**src/rtl/core/em4100_pkg.sv**
```systemverilog
// Shared types, constants and frame check for the EM4100 pulse frame decoder.
`default_nettype none
package em4100_pkg;

    localparam int DUR_W      = 16;
    localparam int ID_W       = 40;
    localparam int HELD_W     = 9;
    localparam int START_W    = 7;
    localparam int IDX_W      = 2;
    localparam int FRAME_BITS = 64;
    localparam int MIN_CHIPS  = 128;
    localparam int MAX_REPS   = 6;
    localparam int HDR_ONES   = 9;
    localparam int COL_BASE   = 59;
    localparam int ROWS       = 10;

    localparam logic [IDX_W-1:0] REG_MIN_PULSE = 2'd0;
    localparam logic [IDX_W-1:0] REG_MAX_PULSE = 2'd1;
    localparam logic [IDX_W-1:0] REG_HALF_BIT  = 2'd2;

    localparam logic [DUR_W-1:0] MIN_PULSE_RST = 16'd100;
    localparam logic [DUR_W-1:0] MAX_PULSE_RST = 16'd1800;
    localparam logic [DUR_W-1:0] HALF_BIT_RST  = 16'd256;

    typedef enum logic [2:0] {
        ST_IDLE,
        ST_ROUND,
        ST_PUSH,
        ST_LOAD,
        ST_STEP
    } state_t;

    typedef struct packed {
        logic push;
        logic full;
        logic chip;
        logic scan_load;
        logic scan_off;
        logic scan_shift;
    } cell_ctl_t;

    // Bit i of the frame is fr[63-i]; bd marks invalid (equal) chip pairs.
    function automatic logic frame_ok(input logic [FRAME_BITS-1:0] fr,
                                      input logic [FRAME_BITS-1:0] bd);
        logic       ok;
        logic [3:0] col;
        logic       par;
        int         r;
        int         k;
        ok  = (bd == '0) && (fr[FRAME_BITS-1:FRAME_BITS-HDR_ONES] == '1) && !fr[0];
        col = '0;
        for (r = 0; r < ROWS; r++)
        begin
            par = fr[FRAME_BITS-1-(HDR_ONES+r*5+4)];
            for (k = 0; k < 4; k++)
            begin
                par    = par ^ fr[FRAME_BITS-1-(HDR_ONES+r*5+k)];
                col[k] = col[k] ^ fr[FRAME_BITS-1-(HDR_ONES+r*5+k)];
            end
            if (par)
            begin
                ok = 1'b0;
            end
        end
        for (k = 0; k < 4; k++)
        begin
            if (col[k] ^ fr[FRAME_BITS-1-(COL_BASE+k)])
            begin
                ok = 1'b0;
            end
        end
        return ok;
    endfunction

    function automatic logic [ID_W-1:0] frame_id(input logic [FRAME_BITS-1:0] fr);
        logic [ID_W-1:0] v;
        int              r;
        int              k;
        v = '0;
        for (r = 0; r < ROWS; r++)
        begin
            for (k = 0; k < 4; k++)
            begin
                v[ID_W-1-(r*4+k)] = fr[FRAME_BITS-1-(HDR_ONES+r*5+k)];
            end
        end
        return v;
    endfunction

endpackage
`default_nettype wire

```
**src/rtl/core/em4100_if.sv**
```systemverilog
// Handshake interfaces for pulse requests and decoded tag results.
`default_nettype none
interface em4100_pulse_if;
    logic        valid;
    logic        ready;
    logic        pulse_level;
    logic [15:0] pulse_duration;

    modport source (output valid, output pulse_level, output pulse_duration, input ready);
    modport sink (input valid, input pulse_level, input pulse_duration, output ready);
endinterface

interface em4100_tag_if;
    logic        valid;
    logic        ready;
    logic [39:0] tag_id;
    logic [8:0]  chips_held;
    logic        pair_phase;
    logic        polarity_sel;
    logic [6:0]  header_pos;

    modport source (output valid, output tag_id, output chips_held, output pair_phase,
                    output polarity_sel, output header_pos, input ready);
    modport sink (input valid, input tag_id, input chips_held, input pair_phase,
                  input polarity_sel, input header_pos, output ready);
endinterface
`default_nettype wire

```
**src/rtl/core/em4100_pulse_frame_decoder_unit.sv**
```systemverilog
// Top level of the EM4100 pulse frame decoder: rounding, chip chain and frame search.
// Each accepted pulse is either dropped or rounded against the half-bit length,
// and the rounded number of chips is then pushed into the cell chain one by
// one. Once 128 chips are held, a search of four decodings follows, in which
// the scan chain hands on one chip pair per cycle. A new pulse request is taken
// when the search ends; a finished result waits in the output register while
// the next pulse is processed.
`default_nettype none
module em4100_pulse_frame_decoder_unit #(
    parameter int WINDOW_CHIPS = 256,
    parameter int WINDOW_BITS  = 128
) (
    input  wire                         clk,
    input  wire                         rst_n,
    em4100_pulse_if.sink                pulse,
    em4100_tag_if.source                tag,
    input  wire                         cfg_we,
    input  wire [em4100_pkg::IDX_W-1:0] cfg_index,
    input  wire [em4100_pkg::DUR_W-1:0] cfg_data
);
    import em4100_pkg::*;

    localparam int FW = $clog2(WINDOW_CHIPS + 1);
    localparam int CW = FW + 1;
    localparam int NW = $clog2(WINDOW_BITS + 1);

    logic [DUR_W-1:0] min_reg;
    logic [DUR_W-1:0] max_reg;
    logic [DUR_W-1:0] hb_reg;

    state_t           state_reg, state_next;
    logic [FW-1:0]    fill_reg, fill_next;
    logic             level_reg, level_next;
    logic [DUR_W:0]   tgt_reg, tgt_next;
    logic [DUR_W+3:0] thr_reg, thr_next;
    logic [DUR_W-1:0] step_reg, step_next;
    logic [2:0]       k_reg, k_next;
    logic [2:0]       reps_reg, reps_next;
    logic             off_reg, off_next;
    logic             map_reg, map_next;
    logic [CW-1:0]    c_reg, c_next;
    logic [NW-1:0]    n_reg, n_next;
    logic [FRAME_BITS-1:0] fr_reg, fr_next;
    logic [FRAME_BITS-1:0] bd_reg, bd_next;

    logic                out_valid_reg, out_valid_next;
    logic [ID_W-1:0]     id_reg, id_next;
    logic [HELD_W-1:0]   held_reg, held_next;
    logic                poff_reg, poff_next;
    logic                pmap_reg, pmap_next;
    logic [START_W-1:0]  start_reg, start_next;

    cell_ctl_t              ctl;
    logic [WINDOW_CHIPS-1:0] win_w;
    logic [WINDOW_CHIPS-1:0] scan_w;

    logic             full;
    logic             out_free;
    logic             match;
    logic             more;
    logic             pair_bit;

    genvar gi;
    generate
        for (gi = 0; gi < WINDOW_CHIPS; gi++)
        begin : g_cell
            em4100_chip_cell #(
                .IDX (gi),
                .FW  (FW)
            ) u_cell (
                .clk      (clk),
                .ctl      (ctl),
                .fill     (fill_reg),
                .win_nb   ((gi < WINDOW_CHIPS - 1) ? win_w[(gi + 1) % WINDOW_CHIPS] : ctl.chip),
                .scan_nb2 ((gi < WINDOW_CHIPS - 2) ? scan_w[(gi + 2) % WINDOW_CHIPS] : 1'b0),
                .win_q    (win_w[gi]),
                .scan_q   (scan_w[gi])
            );
        end
    endgenerate

    assign full     = (fill_reg == FW'(WINDOW_CHIPS));
    assign out_free = !out_valid_reg || tag.ready;
    assign match    = (n_reg >= NW'(FRAME_BITS)) && frame_ok(fr_reg, bd_reg);
    assign more     = ((c_reg + CW'(1)) < {1'b0, fill_reg}) && (n_reg < NW'(WINDOW_BITS));
    assign pair_bit = scan_w[0] ? map_reg : !map_reg;

    always_ff @(posedge clk or negedge rst_n)
    begin
        if (!rst_n)
        begin
            min_reg <= MIN_PULSE_RST;
            max_reg <= MAX_PULSE_RST;
            hb_reg  <= HALF_BIT_RST;
        end
        else if (cfg_we)
        begin
            case (cfg_index)
                REG_MIN_PULSE: min_reg <= cfg_data;
                REG_MAX_PULSE: max_reg <= cfg_data;
                REG_HALF_BIT:  hb_reg  <= cfg_data;
                default:       ;
            endcase
        end
    end

    always_ff @(posedge clk or negedge rst_n)
    begin
        if (!rst_n)
        begin
            state_reg     <= ST_IDLE;
            fill_reg      <= '0;
            out_valid_reg <= 1'b0;
        end
        else
        begin
            state_reg     <= state_next;
            fill_reg      <= fill_next;
            out_valid_reg <= out_valid_next;
        end
    end

    always_ff @(posedge clk)
    begin
        level_reg <= level_next;
        tgt_reg   <= tgt_next;
        thr_reg   <= thr_next;
        step_reg  <= step_next;
        k_reg     <= k_next;
        reps_reg  <= reps_next;
        off_reg   <= off_next;
        map_reg   <= map_next;
        c_reg     <= c_next;
        n_reg     <= n_next;
        fr_reg    <= fr_next;
        bd_reg    <= bd_next;
        id_reg    <= id_next;
        held_reg  <= held_next;
        poff_reg  <= poff_next;
        pmap_reg  <= pmap_next;
        start_reg <= start_next;
    end

    always_comb
    begin
        state_next     = state_reg;
        fill_next      = fill_reg;
        level_next     = level_reg;
        tgt_next       = tgt_reg;
        thr_next       = thr_reg;
        step_next      = step_reg;
        k_next         = k_reg;
        reps_next      = reps_reg;
        off_next       = off_reg;
        map_next       = map_reg;
        c_next         = c_reg;
        n_next         = n_reg;
        fr_next        = fr_reg;
        bd_next        = bd_reg;
        id_next        = id_reg;
        held_next      = held_reg;
        poff_next      = poff_reg;
        pmap_next      = pmap_reg;
        start_next     = start_reg;
        out_valid_next = out_valid_reg && !tag.ready;
        pulse.ready    = 1'b0;
        ctl            = '0;
        ctl.full       = full;
        ctl.chip       = level_reg;
        ctl.scan_off   = off_reg;

        case (state_reg)
            ST_IDLE:
            begin
                pulse.ready = 1'b1;
                if (pulse.valid)
                begin
                    level_next = pulse.pulse_level;
                    step_next  = (hb_reg == '0) ? DUR_W'(1) : hb_reg;
                    tgt_next   = {1'b0, pulse.pulse_duration}
                               + {1'b0, ((hb_reg == '0) ? DUR_W'(1) : hb_reg) >> 1};
                    thr_next   = {4'b0, (hb_reg == '0) ? DUR_W'(1) : hb_reg};
                    k_next     = 3'd1;
                    reps_next  = '0;
                    if (pulse.pulse_duration < min_reg)
                    begin
                        state_next = ST_IDLE;
                    end
                    else if (pulse.pulse_duration > max_reg)
                    begin
                        fill_next = '0;
                    end
                    else
                    begin
                        state_next = ST_ROUND;
                    end
                end
            end
            ST_ROUND:
            begin
                if (thr_reg <= {3'b0, tgt_reg})
                begin
                    reps_next = k_reg;
                    thr_next  = thr_reg + {4'b0, step_reg};
                    k_next    = k_reg + 3'd1;
                end
                if ((thr_reg > {3'b0, tgt_reg}) || (k_reg == 3'd7))
                begin
                    if (thr_reg <= {3'b0, tgt_reg} && k_reg == 3'd7)
                    begin
                        fill_next  = '0;
                        state_next = ST_IDLE;
                    end
                    else
                    begin
                        if (reps_next == '0)
                        begin
                            reps_next = 3'd1;
                        end
                        state_next = ST_PUSH;
                    end
                end
            end
            ST_PUSH:
            begin
                ctl.push  = 1'b1;
                if (!full)
                begin
                    fill_next = fill_reg + FW'(1);
                end
                reps_next = reps_reg - 3'd1;
                if (reps_reg == 3'd1)
                begin
                    off_next   = 1'b0;
                    map_next   = 1'b0;
                    state_next = (fill_next >= FW'(MIN_CHIPS)) ? ST_LOAD : ST_IDLE;
                end
            end
            ST_LOAD:
            begin
                ctl.scan_load = 1'b1;
                c_next        = {{(CW-1){1'b0}}, off_reg};
                n_next        = '0;
                fr_next       = '0;
                bd_next       = '0;
                state_next    = ST_STEP;
            end
            ST_STEP:
            begin
                if (match)
                begin
                    if (out_free)
                    begin
                        out_valid_next = 1'b1;
                        id_next        = frame_id(fr_reg);
                        held_next      = HELD_W'(fill_reg);
                        poff_next      = off_reg;
                        pmap_next      = map_reg;
                        start_next     = START_W'(n_reg - NW'(FRAME_BITS));
                        state_next     = ST_IDLE;
                    end
                end
                else if (more)
                begin
                    ctl.scan_shift = 1'b1;
                    fr_next        = {fr_reg[FRAME_BITS-2:0], pair_bit};
                    bd_next        = {bd_reg[FRAME_BITS-2:0], scan_w[0] == scan_w[1]};
                    n_next         = n_reg + NW'(1);
                    c_next         = c_reg + CW'(2);
                end
                else
                begin
                    map_next = !map_reg;
                    if (map_reg)
                    begin
                        off_next = !off_reg;
                    end
                    state_next = (map_reg && off_reg) ? ST_IDLE : ST_LOAD;
                end
            end
            default:
            begin
                state_next = ST_IDLE;
            end
        endcase
    end

    assign tag.valid        = out_valid_reg;
    assign tag.tag_id       = id_reg;
    assign tag.chips_held   = held_reg;
    assign tag.pair_phase   = poff_reg;
    assign tag.polarity_sel = pmap_reg;
    assign tag.header_pos   = start_reg;

    a_fill_bound: assert property (@(posedge clk) disable iff (!rst_n)
        fill_reg <= FW'(WINDOW_CHIPS))
        else $error("chip fill beyond window size");

    a_result_fill: assert property (@(posedge clk) disable iff (!rst_n)
        (state_reg == ST_STEP && match && out_free) |-> fill_reg >= FW'(MIN_CHIPS))
        else $error("result with too few chips held");

    a_bits_bound: assert property (@(posedge clk) disable iff (!rst_n)
        (state_reg == ST_STEP) |-> n_reg <= NW'(WINDOW_BITS))
        else $error("decoded bit count beyond limit");

    a_push_reps: assert property (@(posedge clk) disable iff (!rst_n)
        (state_reg == ST_PUSH) |-> (reps_reg != 3'd0 && reps_reg <= 3'(MAX_REPS)))
        else $error("chip repeat count out of range");

endmodule
`default_nettype wire

```
**src/rtl/core/em4100_chip_cell.sv**
```systemverilog
// One chip cell: a window bit and a scan bit, each fed by its neighbors.
`default_nettype none
module em4100_chip_cell #(
    parameter int IDX = 0,
    parameter int FW  = 9
) (
    input  wire                    clk,
    input  wire em4100_pkg::cell_ctl_t ctl,
    input  wire [FW-1:0]           fill,
    input  wire                    win_nb,
    input  wire                    scan_nb2,
    output logic                   win_q,
    output logic                   scan_q
);
    import em4100_pkg::*;

    logic win_reg;
    logic scan_reg;

    always_ff @(posedge clk)
    begin
        if (ctl.push)
        begin
            if (ctl.full)
            begin
                win_reg <= win_nb;
            end
            else if (fill == FW'(IDX))
            begin
                win_reg <= ctl.chip;
            end
        end
        if (ctl.scan_load)
        begin
            scan_reg <= ctl.scan_off ? win_nb : win_reg;
        end
        else if (ctl.scan_shift)
        begin
            scan_reg <= scan_nb2;
        end
    end

    assign win_q  = win_reg;
    assign scan_q = scan_reg;
endmodule
`default_nettype wire

```
**src/flat_wrapper.sv**
```systemverilog
// flat-port wrapper written by rule: the top's interface ports become plain ports
module em4100_pulse_frame_decoder_unit_flat import em4100_pkg::*;
#(
    parameter int WINDOW_CHIPS = 256,
    parameter int WINDOW_BITS  = 128
)
  (clk, rst_n, cfg_we, cfg_index, cfg_data, pulse_valid, pulse_pulse_level, pulse_pulse_duration, pulse_ready, tag_valid, tag_tag_id, tag_chips_held, tag_pair_phase, tag_polarity_sel, tag_header_pos, tag_ready);
  em4100_pulse_if pulse_i ();
  em4100_tag_if tag_i ();
  input  wire clk;
  input  wire rst_n;
  input  wire cfg_we;
  input  wire [em4100_pkg::IDX_W-1:0] cfg_index;
  input  wire [em4100_pkg::DUR_W-1:0] cfg_data;
  input wire logic [$bits(pulse_i.valid)-1:0] pulse_valid;
  input wire logic [$bits(pulse_i.pulse_level)-1:0] pulse_pulse_level;
  input wire logic [$bits(pulse_i.pulse_duration)-1:0] pulse_pulse_duration;
  output wire logic [$bits(pulse_i.ready)-1:0] pulse_ready;
  output wire logic [$bits(tag_i.valid)-1:0] tag_valid;
  output wire logic [$bits(tag_i.tag_id)-1:0] tag_tag_id;
  output wire logic [$bits(tag_i.chips_held)-1:0] tag_chips_held;
  output wire logic [$bits(tag_i.pair_phase)-1:0] tag_pair_phase;
  output wire logic [$bits(tag_i.polarity_sel)-1:0] tag_polarity_sel;
  output wire logic [$bits(tag_i.header_pos)-1:0] tag_header_pos;
  input wire logic [$bits(tag_i.ready)-1:0] tag_ready;
  assign pulse_i.valid = pulse_valid;
  assign pulse_i.pulse_level = pulse_pulse_level;
  assign pulse_i.pulse_duration = pulse_pulse_duration;
  assign pulse_ready = pulse_i.ready;
  assign tag_valid = tag_i.valid;
  assign tag_tag_id = tag_i.tag_id;
  assign tag_chips_held = tag_i.chips_held;
  assign tag_pair_phase = tag_i.pair_phase;
  assign tag_polarity_sel = tag_i.polarity_sel;
  assign tag_header_pos = tag_i.header_pos;
  assign tag_i.ready = tag_ready;
  em4100_pulse_frame_decoder_unit #(.WINDOW_CHIPS(WINDOW_CHIPS), .WINDOW_BITS(WINDOW_BITS)) u_core (.clk(clk), .rst_n(rst_n), .pulse(pulse_i), .tag(tag_i), .cfg_we(cfg_we), .cfg_index(cfg_index), .cfg_data(cfg_data));
endmodule
```
**config.mk**
```make
export PLATFORM = sky130hd
export DESIGN_NAME = em4100_pulse_frame_decoder_unit_flat
export DESIGN_NICKNAME = d
export VERILOG_FILES = /design/src/rtl/core/em4100_pkg.sv /design/src/rtl/core/em4100_if.sv /design/src/rtl/core/em4100_pulse_frame_decoder_unit.sv /design/src/rtl/core/em4100_chip_cell.sv /design/src/flat_wrapper.sv
export SDC_FILE = /design/constraint.sdc
export NUM_CORES = 2
export LEC_CHECK = 0
export CAP_MARGIN = 40
export CELL_PAD_IN_SITES_DETAIL_PLACEMENT = 1
export CELL_PAD_IN_SITES_GLOBAL_PLACEMENT = 1
export CORE_MARGIN = 8
export CORE_UTILIZATION = 45
export CTS_BUF_LIST = sky130_fd_sc_hd__clkbuf_2 sky130_fd_sc_hd__clkbuf_4 sky130_fd_sc_hd__clkbuf_8
export DETAILED_ROUTE_END_ITERATION = 8
export DONT_BUFFER_PORTS = 1
export GPL_TIMING_DRIVEN = 1
export PLACE_DENSITY = 0.69
export SETUP_SLACK_MARGIN = 0.2
export SLEW_MARGIN = 10
export SYNTH_ARGS = -nofsm -noshare
export SYNTH_HDL_FRONTEND = slang
export SYNTH_SLANG_ARGS = --single-unit
```
**constraint.sdc**
```tcl
create_clock -name clk -period 9 [get_ports clk]
set_input_delay 0.45 -clock clk [delete_from_list [all_inputs] [get_ports clk]]
set_output_delay 0.45 -clock clk [all_outputs]
set_load 0.05 [all_outputs]
```
==> impl_metrics.csv <==
group,metric,value,unit
sta,clock_skew,0.0418,ns
placed_design,io_buffers,0,
worst_setup_path,worstSetupStartpointType,"flop",
die,die_y,321,µm
worst_setup_path,crit_fanout,66,
drt,firstDrtPassIters,5,
clock_tree,clock-root-buffer,"clkbuf_8",
grt,grtUsageMet1,28.3,%
synthesis,synthFlopType,"edfxtp_1",
drt,antenna_left,0,
drt,wirelength,111000,µm
die,core_area,91800,µm²
power_and_ir_drop,powerDensity,174,nW/µm²
grt,top_usage_layer,"met2",
cells_and_area,area_growth,12.0,%
clock_tree,clk_latency,0.83,ns
run,maxCapViolCount,0,
synthesis,synth_area_per_cell,11.5,µm²
drt,drc,0,
sta,finalMaxSlewViolations,0,
clock_tree,clk_path_buf_depth,3,
synthesis,synth_edf_count,778,
sta,worst_pin_slew,1.41,ns
clock_tree,numCtsBuffers,151,
grt,grt_usage,21.2,%
clock_tree,clk_pin_slew_worst_paths,0.06,ns
cells_and_area,drive_gt1_share,11.1,%
drt,vias_per_cell,5.75,
worst_setup_path,endpoint_kind,"flop",
run_status,status,"finished, final reports clean",
sta,setup_viol,0,
clock_tree,cts_resized,0,
synthesis,async_reset_ff_share,7.27,%
drt,drtIter0Drc,2049,
grt,grt_max_degree,201,
synthesis,syn_area,41800,µm²
grt,antenna_found_initial,3,
sta,hold_violations,0,
sta,slew_headroom,5.71,%
cells_and_area,finalCoreUtilization,51.0,%
clock_tree,postCtsSetupBuffers,0,
worst_hold_path,hold_path.class,"primary input to flop",
synthesis,ys_types,72,
synthesis,ys_seq_elements,839,
placed_design,place_hpwl,66400,µm
worst_setup_path,cp.arrival,5.03,ns
synthesis,ys_seq_area_share,59.6,%
cells_and_area,final_nets,3752,
synthesis,yosysWarnings,0,
sta,rsz0062_at_grt,"false",
clock_tree,cts_tree,"built",
drt,vias,28600,
sta,fin_setup_tns,0,ns
cells_and_area,final_common_cell,"edfxtp_1",
die,dieWidth,321,µm
power_and_ir_drop,p_leak,19.8,nW
synthesis,syn_nets,3775,
grt,overflow,0,
die,pin_count,100,
grt,grt_pass1_vias,30200,
grt,grt_pass1_wl,174000,µm
clock_tree,htree_num_levels,4,
grt,grtUsageMet2,34.3,%
die,row_count,111,
worst_setup_path,cp.required,9.43,ns
sta,period_share,51.1,%
die,die_area,103000,µm²
worst_setup_path,crit_type,"flop to flop",
placed_design,gp_congestion,0.799,
grt,grtUsageMet3,4.72,%
drt,routedWlPerCell,22.2,µm
sta,finalWorstPathRequiredPeriod,4.59,ns
sta,max_clock_freq,0.218,GHz
clock_tree,postCtsHoldBufs,54,
synthesis,synthCells,3635,
cells_and_area,final_cell_mix,"edfxtp_1, nor2_1, nand2_1, o21ai_0, a21oi_1",
die,initial_core_util,45.5,%
power_and_ir_drop,irDropWorstVdd,137,µV
clock_tree,cts_sinks,839,
==> cells by family after synthesis <==
kind of cell,count (synthesis),synth area share (%)
AO/OA/AOI/OAI,958,13.7
XOR/XNOR,113,2.85
adder cells (fa/ha/maj),100,3.03
buffers and inverters,394,3.60
flip-flops,839,59.6
multiplexers,292,7.10
AND/OR/NAND/NOR,939,10.1
==> worst paths after layout <==
path                       slack, ns                             from                              end  depth (start not counted)
setup reg to reg                4.41              u_core.state_reg[0]                u_core.fr_reg[34]                          9
min in group asynchronous       0.17                            rst_n                u_core.min_reg[4]                          2
hold reg to reg                 0.50  u_core.g_cell[38].u_cell.scan_q  u_core.g_cell[36].u_cell.scan_q                          2
hold / removal                  0.08                      pulse_valid               u_core.reps_reg[0]                          2
setup / recovery                4.41              u_core.state_reg[0]                u_core.fr_reg[34]                          9
max in group asynchronous       8.51                            rst_n               u_core.fill_reg[8]                          2
==> cell usage after synthesis, types with 9 or more instances <==
cell type	number	share of area, %
clkbuf_1	269	2.4
nor2_1	331	3.0
xor2_1	35	0.73
o21ai_0	315	3.8
buf_2	21	0.25
mux2_2	34	0.92
nand3_1	18	0.22
edfxtp_1	778	56
and3_1	150	2.2
nor3_1	25	0.30
a21oi_1	297	3.6
nand2_1	326	2.9
dfrtp_1	53	3.2
xnor2_1	63	1.3
xnor3_1	13	0.70
ha_1	98	2.9
inv_1	85	0.76
a21o_1	266	4.8
and2_1	11	0.16
mux2i_1	258	6.2
buf_1	19	0.17
o211ai_1	9	0.16
nand4_1	17	0.25
nor4_1	19	0.28
==> power by group <==
part / total [mW] / internal [mW] / leakage [nW] / switching (mW)
clock network: 3.54 / 1.87 / 1.55 / 1.67
registers: 4.30 / 4.26 / 8.04 / 0.0369
logic: 0.304 / 0.142 / 10.2 / 0.162
==> critical path, cell delays in order, from the launching register on <==
cell	delay, ns
dfrtp_1	0.51
nor2_4	0.12
buf_4	0.29
nand2_1	0.54
a2111oi_0	0.59
nand2_1	0.14
nor3_1	0.47
or2_4	0.42
buf_16	0.34
buf_4	0.70
==> layout make-up <==
cell class              instances  area [µm²]
fillers                      9498       45000
flip-flops and latches        839       24900
multi-input cells            2402       15500
clock buffers                 212        2550
repair buffers                133        1610
well taps                    1243        1560
clock inverters                53         357
inverters                      85         319
diodes                          3        7.51
==> per-layer routing <==
layer	vias up	wire length (µm)
li1	13200	-
met1	14500	49100
met2	703	52200
met3	189	6440
met4	0	2830
met5	-	0
==> metrics by stage <==
stage                     cell area (µm²)  setup WS [ns]  total power [mW]  instances  hold slack [ns]
after floorplan                     41800           2.52              4.57       3635            0.154
after global placement              42700           3.47              4.61       4618            0.156
after detailed placement            43200           4.38              4.64       4645            0.156
after CTS                           46700           4.36              8.24       4964         0.000542
after global routing                46800           3.99              8.42       4970           0.0628
final                               46800           4.41              8.14       4970           0.0829
Power figures use the tool's default switching activity.
